## src/rtl/dvmrp_pkg.sv

```systemverilog
// Shared types and constants for the DVMRP message parser.
package dvmrp_pkg;

  localparam int unsigned QueueDepth = 4;

  localparam logic [3:0] KIND_HEADER = 4'd0;
  localparam logic [3:0] KIND_GENID  = 4'd1;
  localparam logic [3:0] KIND_PNBR   = 4'd2;
  localparam logic [3:0] KIND_ROUTE  = 4'd3;
  localparam logic [3:0] KIND_NBR    = 4'd4;
  localparam logic [3:0] KIND_PRUNE  = 4'd5;
  localparam logic [3:0] KIND_GRAFT  = 4'd6;
  localparam logic [3:0] KIND_GACK   = 4'd7;
  localparam logic [3:0] KIND_TRUNC  = 4'd8;
  localparam logic [3:0] KIND_END    = 4'd9;

  typedef struct packed {
    logic [3:0]  record_kind;
    logic [7:0]  message_type;
    logic [7:0]  version_major;
    logic [7:0]  version_minor;
    logic [31:0] first_word;
    logic [31:0] second_word;
    logic [31:0] lifetime;
    logic [7:0]  metric;
    logic [7:0]  threshold;
    logic [7:0]  neighbor_flags;
    logic        end_of_message;
  } record_t;

  // Up to two records per byte.
  typedef struct packed {
    logic    has_a;
    logic    has_b;
    record_t rec_a;
    record_t rec_b;
  } pair_t;

endpackage

```

## src/rtl/dvmrp_front.sv

```systemverilog
// Byte parser: consumes one byte a cycle while take is high and forms up to two records.
module dvmrp_front (
  input  logic                 clk,
  input  logic                 rst,
  input  logic                 take,
  input  logic [7:0]           data_byte,
  input  logic                 last_byte,
  output dvmrp_pkg::pair_t     pair
);
  import dvmrp_pkg::*;

  localparam logic [3:0] S_HDR = 4'd0;
  localparam logic [3:0] S_SKIP = 4'd1;
  localparam logic [3:0] S_GENID = 4'd2;
  localparam logic [3:0] S_PNBR = 4'd3;
  localparam logic [3:0] S_MASK = 4'd4;
  localparam logic [3:0] S_ORIGIN = 4'd5;
  localparam logic [3:0] S_ENTRY = 4'd6;
  localparam logic [3:0] S_LIST = 4'd7;
  localparam logic [3:0] S_PRUNE = 4'd8;
  localparam logic [3:0] S_GRAFT = 4'd9;
  localparam logic [3:0] S_DONE = 4'd10;

  logic [3:0] header_position, header_position_next;
  logic [7:0] type_register, type_register_next;
  logic [15:0] version_bytes, version_bytes_next;
  logic [3:0] section_state, section_state_next;
  logic [3:0] byte_in_group, byte_in_group_next;
  logic [31:0] word_a, word_a_next, word_b, word_b_next, word_c, word_c_next;
  logic [2:0] origin_width, origin_width_next;
  logic [7:0] metric_byte, metric_byte_next, threshold_byte, threshold_byte_next;
  logic [7:0] flags_byte, flags_byte_next, neighbors_left, neighbors_left_next;

  function automatic record_t mk(logic [3:0] k, logic [7:0] t, logic [15:0] v,
      logic [31:0] w1, logic [31:0] w2, logic [31:0] l, logic [7:0] m,
      logic [7:0] th, logic [7:0] f, logic e);
    record_t r;
    r.record_kind = k; r.message_type = t; r.version_major = v[15:8];
    r.version_minor = v[7:0]; r.first_word = w1; r.second_word = w2;
    r.lifetime = l; r.metric = m; r.threshold = th; r.neighbor_flags = f;
    r.end_of_message = e;
    return r;
  endfunction

  always_comb begin
    logic [3:0] entry_len;
    logic [2:0] w;
    logic open_item;
    header_position_next = header_position;
    type_register_next = type_register;
    version_bytes_next = version_bytes;
    section_state_next = section_state;
    byte_in_group_next = byte_in_group;
    word_a_next = word_a;
    word_b_next = word_b;
    word_c_next = word_c;
    origin_width_next = origin_width;
    metric_byte_next = metric_byte;
    threshold_byte_next = threshold_byte;
    flags_byte_next = flags_byte;
    neighbors_left_next = neighbors_left;
    pair = '0;
    entry_len = (type_register == 8'd6) ? 4'd8 : 4'd7;
    w = 3'd1;
    case (section_state)
      S_HDR: begin
        if (header_position == 4'd0) begin
          type_register_next = '0;
          version_bytes_next = '0;
        end
        if (header_position == 4'd1) type_register_next = data_byte;
        if (header_position == 4'd6)
          version_bytes_next = {version_bytes_next[15:8], data_byte};
        if (header_position == 4'd7) begin
          version_bytes_next = {data_byte, version_bytes_next[7:0]};
          pair.has_a = 1'b1;
          pair.rec_a = mk(KIND_HEADER, type_register_next, version_bytes_next,
                          '0, '0, '0, '0, '0, '0, 1'b0);
          header_position_next = '0;
          byte_in_group_next = '0;
          word_a_next = '0; word_b_next = '0; word_c_next = '0;
          case (type_register)
            8'd1: section_state_next = S_GENID;
            8'd2: section_state_next = S_MASK;
            8'd4, 8'd6: section_state_next = S_ENTRY;
            8'd7: section_state_next = S_PRUNE;
            8'd8, 8'd9: section_state_next = S_GRAFT;
            default: section_state_next = S_SKIP;
          endcase
        end else begin
          header_position_next = header_position + 4'd1;
        end
      end
      S_GENID: begin
        word_a_next = {word_a[23:0], data_byte};
        byte_in_group_next = byte_in_group + 4'd1;
        if (byte_in_group == 4'd3) begin
          byte_in_group_next = '0;
          pair.has_a = 1'b1;
          pair.rec_a = mk(KIND_GENID, type_register, version_bytes, word_a_next,
                          '0, '0, '0, '0, '0, 1'b0);
          section_state_next = S_PNBR;
        end
      end
      S_PNBR: begin
        word_b_next = {word_b[23:0], data_byte};
        byte_in_group_next = byte_in_group + 4'd1;
        if (byte_in_group == 4'd3) begin
          byte_in_group_next = '0;
          pair.has_a = 1'b1;
          pair.rec_a = mk(KIND_PNBR, type_register, version_bytes, word_a,
                          word_b_next, '0, '0, '0, '0, 1'b0);
        end
      end
      S_MASK: begin
        if (byte_in_group == 4'd0) begin
          word_a_next = {24'd0, data_byte} | 32'h0000_ff00;
          origin_width_next = 3'd1;
        end else begin
          word_a_next = {word_a[23:0], data_byte};
        end
        if (data_byte != 8'd0) origin_width_next = byte_in_group[2:0] + 3'd2;
        byte_in_group_next = byte_in_group + 4'd1;
        if (byte_in_group == 4'd2) begin
          byte_in_group_next = '0;
          word_b_next = '0;
          section_state_next = S_ORIGIN;
        end
      end
      S_ORIGIN: begin
        if ({1'b0, byte_in_group} < {2'b0, origin_width}) begin
          word_b_next = {word_b[23:0], data_byte};
          byte_in_group_next = byte_in_group + 4'd1;
        end else begin
          w = origin_width;
          if (w < 3'd1) w = 3'd1;
          if (w > 3'd4) w = 3'd4;
          metric_byte_next = data_byte;
          pair.has_a = 1'b1;
          pair.rec_a = mk(KIND_ROUTE, type_register, version_bytes, word_a,
                          word_b << {(3'd4 - w), 3'd0}, '0,
                          {1'b0, data_byte[6:0]}, '0, '0, 1'b0);
          byte_in_group_next = '0;
          word_b_next = '0;
          if (data_byte[7]) section_state_next = S_MASK;
        end
      end
      S_ENTRY: begin
        if (byte_in_group < 4'd4) begin
          if (byte_in_group == 4'd0) flags_byte_next = '0;
          word_a_next = {word_a[23:0], data_byte};
        end else if (byte_in_group == 4'd4) begin
          metric_byte_next = data_byte;
        end else if (byte_in_group == 4'd5) begin
          threshold_byte_next = data_byte;
        end else if (byte_in_group == 4'd6 && entry_len == 4'd8) begin
          flags_byte_next = data_byte;
        end else begin
          neighbors_left_next = data_byte;
        end
        byte_in_group_next = byte_in_group + 4'd1;
        if (byte_in_group_next >= entry_len) begin
          byte_in_group_next = '0;
          word_b_next = '0;
          if (neighbors_left_next != 8'd0) section_state_next = S_LIST;
        end
      end
      S_LIST: begin
        word_b_next = {word_b[23:0], data_byte};
        byte_in_group_next = byte_in_group + 4'd1;
        if (byte_in_group == 4'd3) begin
          byte_in_group_next = '0;
          pair.has_a = 1'b1;
          pair.rec_a = mk(KIND_NBR, type_register, version_bytes, word_a,
                          word_b_next, '0, metric_byte, threshold_byte,
                          flags_byte, 1'b0);
          word_b_next = '0;
          neighbors_left_next = neighbors_left - 8'd1;
          if (neighbors_left == 8'd1) section_state_next = S_ENTRY;
        end
      end
      S_PRUNE: begin
        if (byte_in_group < 4'd4) word_a_next = {word_a[23:0], data_byte};
        else if (byte_in_group < 4'd8) word_b_next = {word_b[23:0], data_byte};
        else word_c_next = {word_c[23:0], data_byte};
        byte_in_group_next = byte_in_group + 4'd1;
        if (byte_in_group == 4'd11) begin
          byte_in_group_next = '0;
          pair.has_a = 1'b1;
          pair.rec_a = mk(KIND_PRUNE, type_register, version_bytes, word_a,
                          word_b, word_c_next, '0, '0, '0, 1'b0);
          section_state_next = S_DONE;
        end
      end
      S_GRAFT: begin
        if (byte_in_group < 4'd4) word_a_next = {word_a[23:0], data_byte};
        else word_b_next = {word_b[23:0], data_byte};
        byte_in_group_next = byte_in_group + 4'd1;
        if (byte_in_group == 4'd7) begin
          byte_in_group_next = '0;
          pair.has_a = 1'b1;
          pair.rec_a = mk((type_register == 8'd9) ? KIND_GACK : KIND_GRAFT,
                          type_register, version_bytes, word_a, word_b_next,
                          '0, '0, '0, '0, 1'b0);
          section_state_next = S_DONE;
        end
      end
      default: ;
    endcase
    if (last_byte) begin
      case (section_state_next)
        S_HDR, S_GENID, S_ORIGIN, S_LIST, S_PRUNE, S_GRAFT: open_item = 1'b1;
        S_PNBR, S_MASK, S_ENTRY: open_item = byte_in_group_next != 4'd0;
        default: open_item = 1'b0;
      endcase
      if (pair.has_a) begin
        pair.has_b = 1'b1;
        pair.rec_b = mk(open_item ? KIND_TRUNC : KIND_END, type_register_next,
                        version_bytes_next, '0, '0, '0, '0, '0, '0, 1'b1);
      end else begin
        pair.has_a = 1'b1;
        pair.rec_a = mk(open_item ? KIND_TRUNC : KIND_END, type_register_next,
                        version_bytes_next, '0, '0, '0, '0, '0, '0, 1'b1);
      end
      section_state_next = S_HDR;
      header_position_next = '0;
      byte_in_group_next = '0;
      neighbors_left_next = '0;
    end else begin
      open_item = 1'b0;
    end
  end

  always_ff @(posedge clk) begin
    if (rst) begin
      header_position <= '0; type_register <= '0; version_bytes <= '0;
      section_state <= S_HDR; byte_in_group <= '0; word_a <= '0;
      word_b <= '0; word_c <= '0; origin_width <= 3'd1; metric_byte <= '0;
      threshold_byte <= '0; flags_byte <= '0; neighbors_left <= '0;
    end else if (take) begin
      header_position <= header_position_next;
      type_register <= type_register_next;
      version_bytes <= version_bytes_next;
      section_state <= section_state_next;
      byte_in_group <= byte_in_group_next;
      word_a <= word_a_next; word_b <= word_b_next; word_c <= word_c_next;
      origin_width <= origin_width_next;
      metric_byte <= metric_byte_next;
      threshold_byte <= threshold_byte_next;
      flags_byte <= flags_byte_next;
      neighbors_left <= neighbors_left_next;
    end
  end
endmodule

```

## src/rtl/dvmrp_back.sv

```systemverilog
// Record queue: takes up to two records a cycle on write, hands out one a cycle on pop while not empty.
module dvmrp_back #(
  parameter int unsigned Depth = dvmrp_pkg::QueueDepth
) (
  input  logic                clk,
  input  logic                rst,
  input  logic                write,
  input  dvmrp_pkg::pair_t    pair,
  output logic                room,
  input  logic                pop,
  output logic                empty,
  output dvmrp_pkg::record_t  head
);
  import dvmrp_pkg::*;

  localparam int unsigned AW = $clog2(Depth);

  record_t mem [Depth];
  logic [AW-1:0] rd_ptr, wr_ptr;
  logic [AW:0] count, count_next;
  logic do_pop;

  assign empty = (count == '0);
  assign do_pop = pop && !empty;
  // Hold two free slots so a two-record byte always fits.
  assign room = (count <= (AW+1)'(Depth - 2));
  assign head = mem[rd_ptr];

  always_comb begin
    count_next = count - {{AW{1'b0}}, do_pop};
    if (write) count_next = count_next + {{AW{1'b0}}, pair.has_a}
                                      + {{AW{1'b0}}, pair.has_b};
  end

  always_ff @(posedge clk) begin
    if (write && pair.has_a) mem[wr_ptr] <= pair.rec_a;
    if (write && pair.has_b) mem[AW'(wr_ptr + AW'(1))] <= pair.rec_b;
  end

  always_ff @(posedge clk) begin
    if (rst) begin
      rd_ptr <= '0; wr_ptr <= '0; count <= '0;
    end else begin
      count <= count_next;
      if (do_pop) rd_ptr <= AW'(rd_ptr + AW'(1));
      if (write) wr_ptr <= AW'(wr_ptr + AW'({1'b0, pair.has_a} + {1'b0, pair.has_b}));
    end
  end
endmodule

```

## src/rtl/dvmrp_message_parser_top.sv

```systemverilog
// Top level of the DVMRP message parser.
// A record caused by a byte is registered into the queue and shows on the result ports once at its head.
// Throughput: one byte a cycle while full is low; a byte may yield two records, drained one a cycle.
// Rate is set by the record queue, whose default depth (four) leaves room for two records.
// Reset: synchronous rst clears the parse state to the header phase and empties the queue.
module dvmrp_message_parser_top #(
  parameter int unsigned Depth = dvmrp_pkg::QueueDepth
) (
  input  logic        clk,
  input  logic        rst,
  input  logic        push,
  output logic        full,
  input  logic [7:0]  data_byte,
  input  logic        last_byte,
  output logic        empty,
  input  logic        pop,
  output logic [3:0]  record_kind,
  output logic [7:0]  message_type,
  output logic [7:0]  version_major,
  output logic [7:0]  version_minor,
  output logic [31:0] first_word,
  output logic [31:0] second_word,
  output logic [31:0] lifetime,
  output logic [7:0]  metric,
  output logic [7:0]  threshold,
  output logic [7:0]  neighbor_flags,
  output logic        end_of_message
);
  import dvmrp_pkg::*;

  pair_t   pair;
  record_t head;
  logic    room, take;

  // Accept a request only while the queue can absorb its worst case.
  assign full = !room;
  assign take = push && room;

  dvmrp_front u_front (
    .clk(clk), .rst(rst), .take(take), .data_byte(data_byte),
    .last_byte(last_byte), .pair(pair)
  );

  dvmrp_back #(.Depth(Depth)) u_back (
    .clk(clk), .rst(rst), .write(take), .pair(pair), .room(room),
    .pop(pop), .empty(empty), .head(head)
  );

  assign record_kind    = head.record_kind;
  assign message_type   = head.message_type;
  assign version_major  = head.version_major;
  assign version_minor  = head.version_minor;
  assign first_word     = head.first_word;
  assign second_word    = head.second_word;
  assign lifetime       = head.lifetime;
  assign metric         = head.metric;
  assign threshold      = head.threshold;
  assign neighbor_flags = head.neighbor_flags;
  assign end_of_message = head.end_of_message;
endmodule
```

## config.mk

```make
export PLATFORM = sky130hd
export DESIGN_NAME = dvmrp_message_parser_top
export DESIGN_NICKNAME = d
export VERILOG_FILES = /design/src/rtl/dvmrp_pkg.sv /design/src/rtl/dvmrp_front.sv /design/src/rtl/dvmrp_back.sv /design/src/rtl/dvmrp_message_parser_top.sv
export SDC_FILE = /design/constraint.sdc
export NUM_CORES = 2
export LEC_CHECK = 0
export ABC_AREA = 0
export BUFFER_PORTS_ARGS = -buffer_cell sky130_fd_sc_hd__buf_2
export CORE_ASPECT_RATIO = 1.1
export CORE_MARGIN = 5
export CORE_UTILIZATION = 50
export CTS_CLUSTER_SIZE = 25
export DETAILED_ROUTE_END_ITERATION = 8
export MAX_ROUTING_LAYER = met4
export PLACE_DENSITY = 0.7
export SYNTH_ARGS = -nofsm -noshare
export SYNTH_HDL_FRONTEND = slang
export SYNTH_SLANG_ARGS = --single-unit
```

## constraint.sdc

```tcl
create_clock -name clk -period 3.2 [get_ports clk]
set_clock_uncertainty 0.05 [all_clocks]
set_input_delay 0.32 -clock clk [delete_from_list [all_inputs] [get_ports clk]]
set_output_delay 0.32 -clock clk [all_outputs]
set_load 0.05 [all_outputs]
```

==> run metrics <==
run status=finished clean; Req. time, crit path=3.50 ns; initial antenna violation count=2; die width=~250 um; Starting Density=50.44%; Slew Limit Fails=0; Net Count, Synth=3,294; Reg clk slew, reported paths=0.06 ns; Max Cap Violations=0; # fillers=5,312; largest net degree at the start of global routing=around 130; share of layout cells above drive strength 1=about a fifth; hold violation count in the final report=0; final core utilization=between 50 and 60%; static leakage=13.02 nW; Synth top cells by count=dfxtp_1 (656), nand3_1 (524), o21ai_0 (524); slowest CP cell=or4_4; kind of end point of the critical path=register; Avg Inst Size Synth=9.864 um2; Detailed Place HPWL=~60,000 um; hold buffer count at cts=0; Vias/cell=6.428; vias=27,260; post-synth top area share=40.86%; drt initial violations=3,122; Max Buffers Root-to-Sink=3; slowest stage delay, CP=around 0.55 ns; routed wire length=99,620 um; WHS Path Cells=3; cell count along the critical path=11; H-tree Lvls=3; top_reg_cell synth=dfxtp_1; post-route clock period utilization=97.49%; count leader, synth=dfxtp_1; Final Cell Area=between 30,000 and 40,000 um2; Row Count=97; Critical Path Source Type=register; CTS Buf Count=75; root buf cell=clkbuf_16; Worst VDD drop=0.0004344 V; Synth Instances=3,258; f_max=320.5 MHz; register area share after synthesis=50.58%; Core Area=63,720 um2; die area=approximately 69,000 um2; Yosys warning count=0; final hold slack=0.1601 ns; CP most frequent cell=buf_4; crit path kind=reg -> reg; Hold Path Class=in -> reg; Setup TNS Final=0 ns; placed inst area=34,210 um2; Layout area overhead=15.71%; Synth async-reset ratio=0%; largest cells by area after synthesis=dfxtp_1 (41%), mux4_2 (10%), edfxtp_1 (9.7%); gpl congestion=0.8962; #FFs+latches synth=760; FF-to-FF path depth=11; GRT Util Overall=28.27%; vias in the first global route=26,810; Critical path buffers and inverters=3; NumNets Final=3,374; Remaining Overflow, GRT=0; Final Setup Violations=0; leading area contributor after synthesis=dfxtp_1; worst path cell trace=or4_4 > nor4_4 > buf_4 > buf_4 > a31oi_1 > mux2i_2 > o311ai_4 > mux2_4 > nand3_2 > buf_6 > o22ai_1; DRT antenna net count=0; Slew headroom=27.33%; crit-path max FO=3; total power=0.02323 W; clock sink count=760; first-pass GRT wire length=153,100 um; Ports=between 150 and 200; synth unique cells=78; Die H=275.9 um; Netlist Area Pre-Place=32,140 um2; CP arrival=3.42 ns; Post-synth EDFFs=roughly 100; Cell Pwr Density=624.6 nW/um2; Port Buffer Count=163; Final Critical Period=3.120 ns; CTS tree=built; Pre-antenna DRT Iters=6; worst skew pair latency=0.62 ns; RSZ-0062 raised after global routing=no; DR WL/cell=23.49 um; DRC viols=0; CP delay by family, top=simple AND/OR/NAND/NOR gates; Worst Max-Slew Pin Slew=1.090 ns
==> per-stage QoR <==
stage	std cells	setup WS (ns)
after floorplan	3258	0.01714
after global placement	4092	-0.2087
after detailed placement	4092	-0.2768
after CTS	4231	0.04136
after global routing	4241	0.0005176
final	4241	0.08033
==> cell families after synthesis <==
kind of cell               count (synthesis)  share of synthesized area, %
and+or+nand+nor                          988                         14.67
AOI/OAI and AO/OA                        940                         17.27
DFF                                      760                         50.58
buffers and inverters                    360                         4.964
muxes                                    179                         11.36
adders and majority gates                 23                        0.9422
xor gates and xnor gates                   8                        0.2180
==> path summary, 6_finish.rpt <==
kind,slack [ns],startpoint,to
worst max register to register,0.08,u_front.type_register[5],u_back.mem[2][145]
worst min-delay path,0.16,data_byte[7],u_front.flags_byte[7]
worst min register to register,0.41,u_back.mem[2][80],u_back.mem[2][80]
worst max-delay path,0.08,u_front.type_register[5],u_back.mem[2][145]
==> layer usage <==
layer / GRT usage [%] / vias to the layer above / part of all wire (%)
li1: - / 12240 / -
met1: 36.12 / 13460 / 40
met2: 47.15 / 1351 / 49
met3: 3.766 / 204 / 7.8
met4: 9.178 / 0 / 2.9
met5: - / - / 0
==> what timing repair did <==
| item | 4_1_cts | 5_1_grt |
|---|---|---|
| setup buffers | 1 | 7 |
| cloned | 0 | 2 |
| resized for setup | 2 | 34 |
| pin swaps | 6 | 12 |
| setup endpoints to repair | 97 | 315 |
==> worst register-to-register path: cells and delay by family (launching register included) <==
family	cells	cell delay, ns
muxes	2	0.61
and+or+nand+nor	3	0.91
buffers and inverters	3	0.40
DFF	1	0.31
AOI/OAI and AO/OA	3	0.55
==> report_power, final <==
group | internal [W] | switching (W) | leakage, nW | total [W]
logic | 0.00129 | 0.00258 | 5.37 | 0.00387
clock network | 0.00559 | 0.00379 | 1.30 | 0.00938
registers | 0.00984 | 0.000141 | 6.35 | 0.00998
total | 0.0167 | 0.00651 | 13.0 | 0.0232
==> layout by cell type (no fill, tap or decap), types with 5 or more instances in the layout <==
cell | netlist | routed
o21ai_1 | 24 | 25
a31oi_1 | 6 | 6
clkinvlp_4 | 0 | 6
nor2_1 | 212 | 210
edfxtp_1 | 104 | 104
clkbuf_16 | 0 | 80
buf_2 | 75 | 162
nor4_1 | 7 | 7
bufinv_16 | 0 | 8
buf_4 | 36 | 128
o22ai_1 | 67 | 65
o21ai_0 | 524 | 522
or2_2 | 5 | 5
and2_1 | 6 | 5
dfxtp_1 | 656 | 654
nand2_1 | 148 | 147
nor3_1 | 22 | 21
a221oi_1 | 17 | 17
nand2b_1 | 15 | 15
mux4_2 | 148 | 148
nand3_1 | 524 | 521
a211oi_1 | 22 | 22
ha_1 | 21 | 18
nor2b_1 | 9 | 9
nand3b_1 | 5 | 5
clkinv_2 | 0 | 10
clkbuf_8 | 0 | 17
a21oi_1 | 73 | 71
o22ai_2 | 4 | 6
a22oi_1 | 151 | 150
buf_12 | 0 | 31
a222oi_1 | 8 | 8
mux2i_1 | 29 | 28
clkbuf_1 | 193 | 14
inv_1 | 34 | 30
==> state kept, by name (all words and copies together) (netlist names), named ones only <==
register	count
u_front.threshold_byte	8
u_front.section_state	4
u_front.metric_byte	8
u_front.type_register	8
u_front.word_a	32
u_front.byte_in_group	4
u_front.word_c	24
u_front.header_position	4
u_back.wr_ptr	2
u_front.origin_width	3
u_front.word_b	32
u_back.count	3
u_front.flags_byte	8
u_front.neighbors_left	8
u_front.version_bytes	16
u_back.mem	592
u_back.rd_ptr	2
==> layout make-up <==
type                    instances  area (um2)  area share, %
flip-flops and latches        760       16260          43.73
multi-input cells            2139       14560          39.16
repair buffers                327        2506          6.740
clock buffers                 110        2263          6.087
well taps                     841        1052          2.830
clock inverters                28       392.9          1.057
inverters                      35       142.6         0.3836
diodes                          1       2.502       0.006729
No activity file was read; power rests on OpenSTA's default activity.
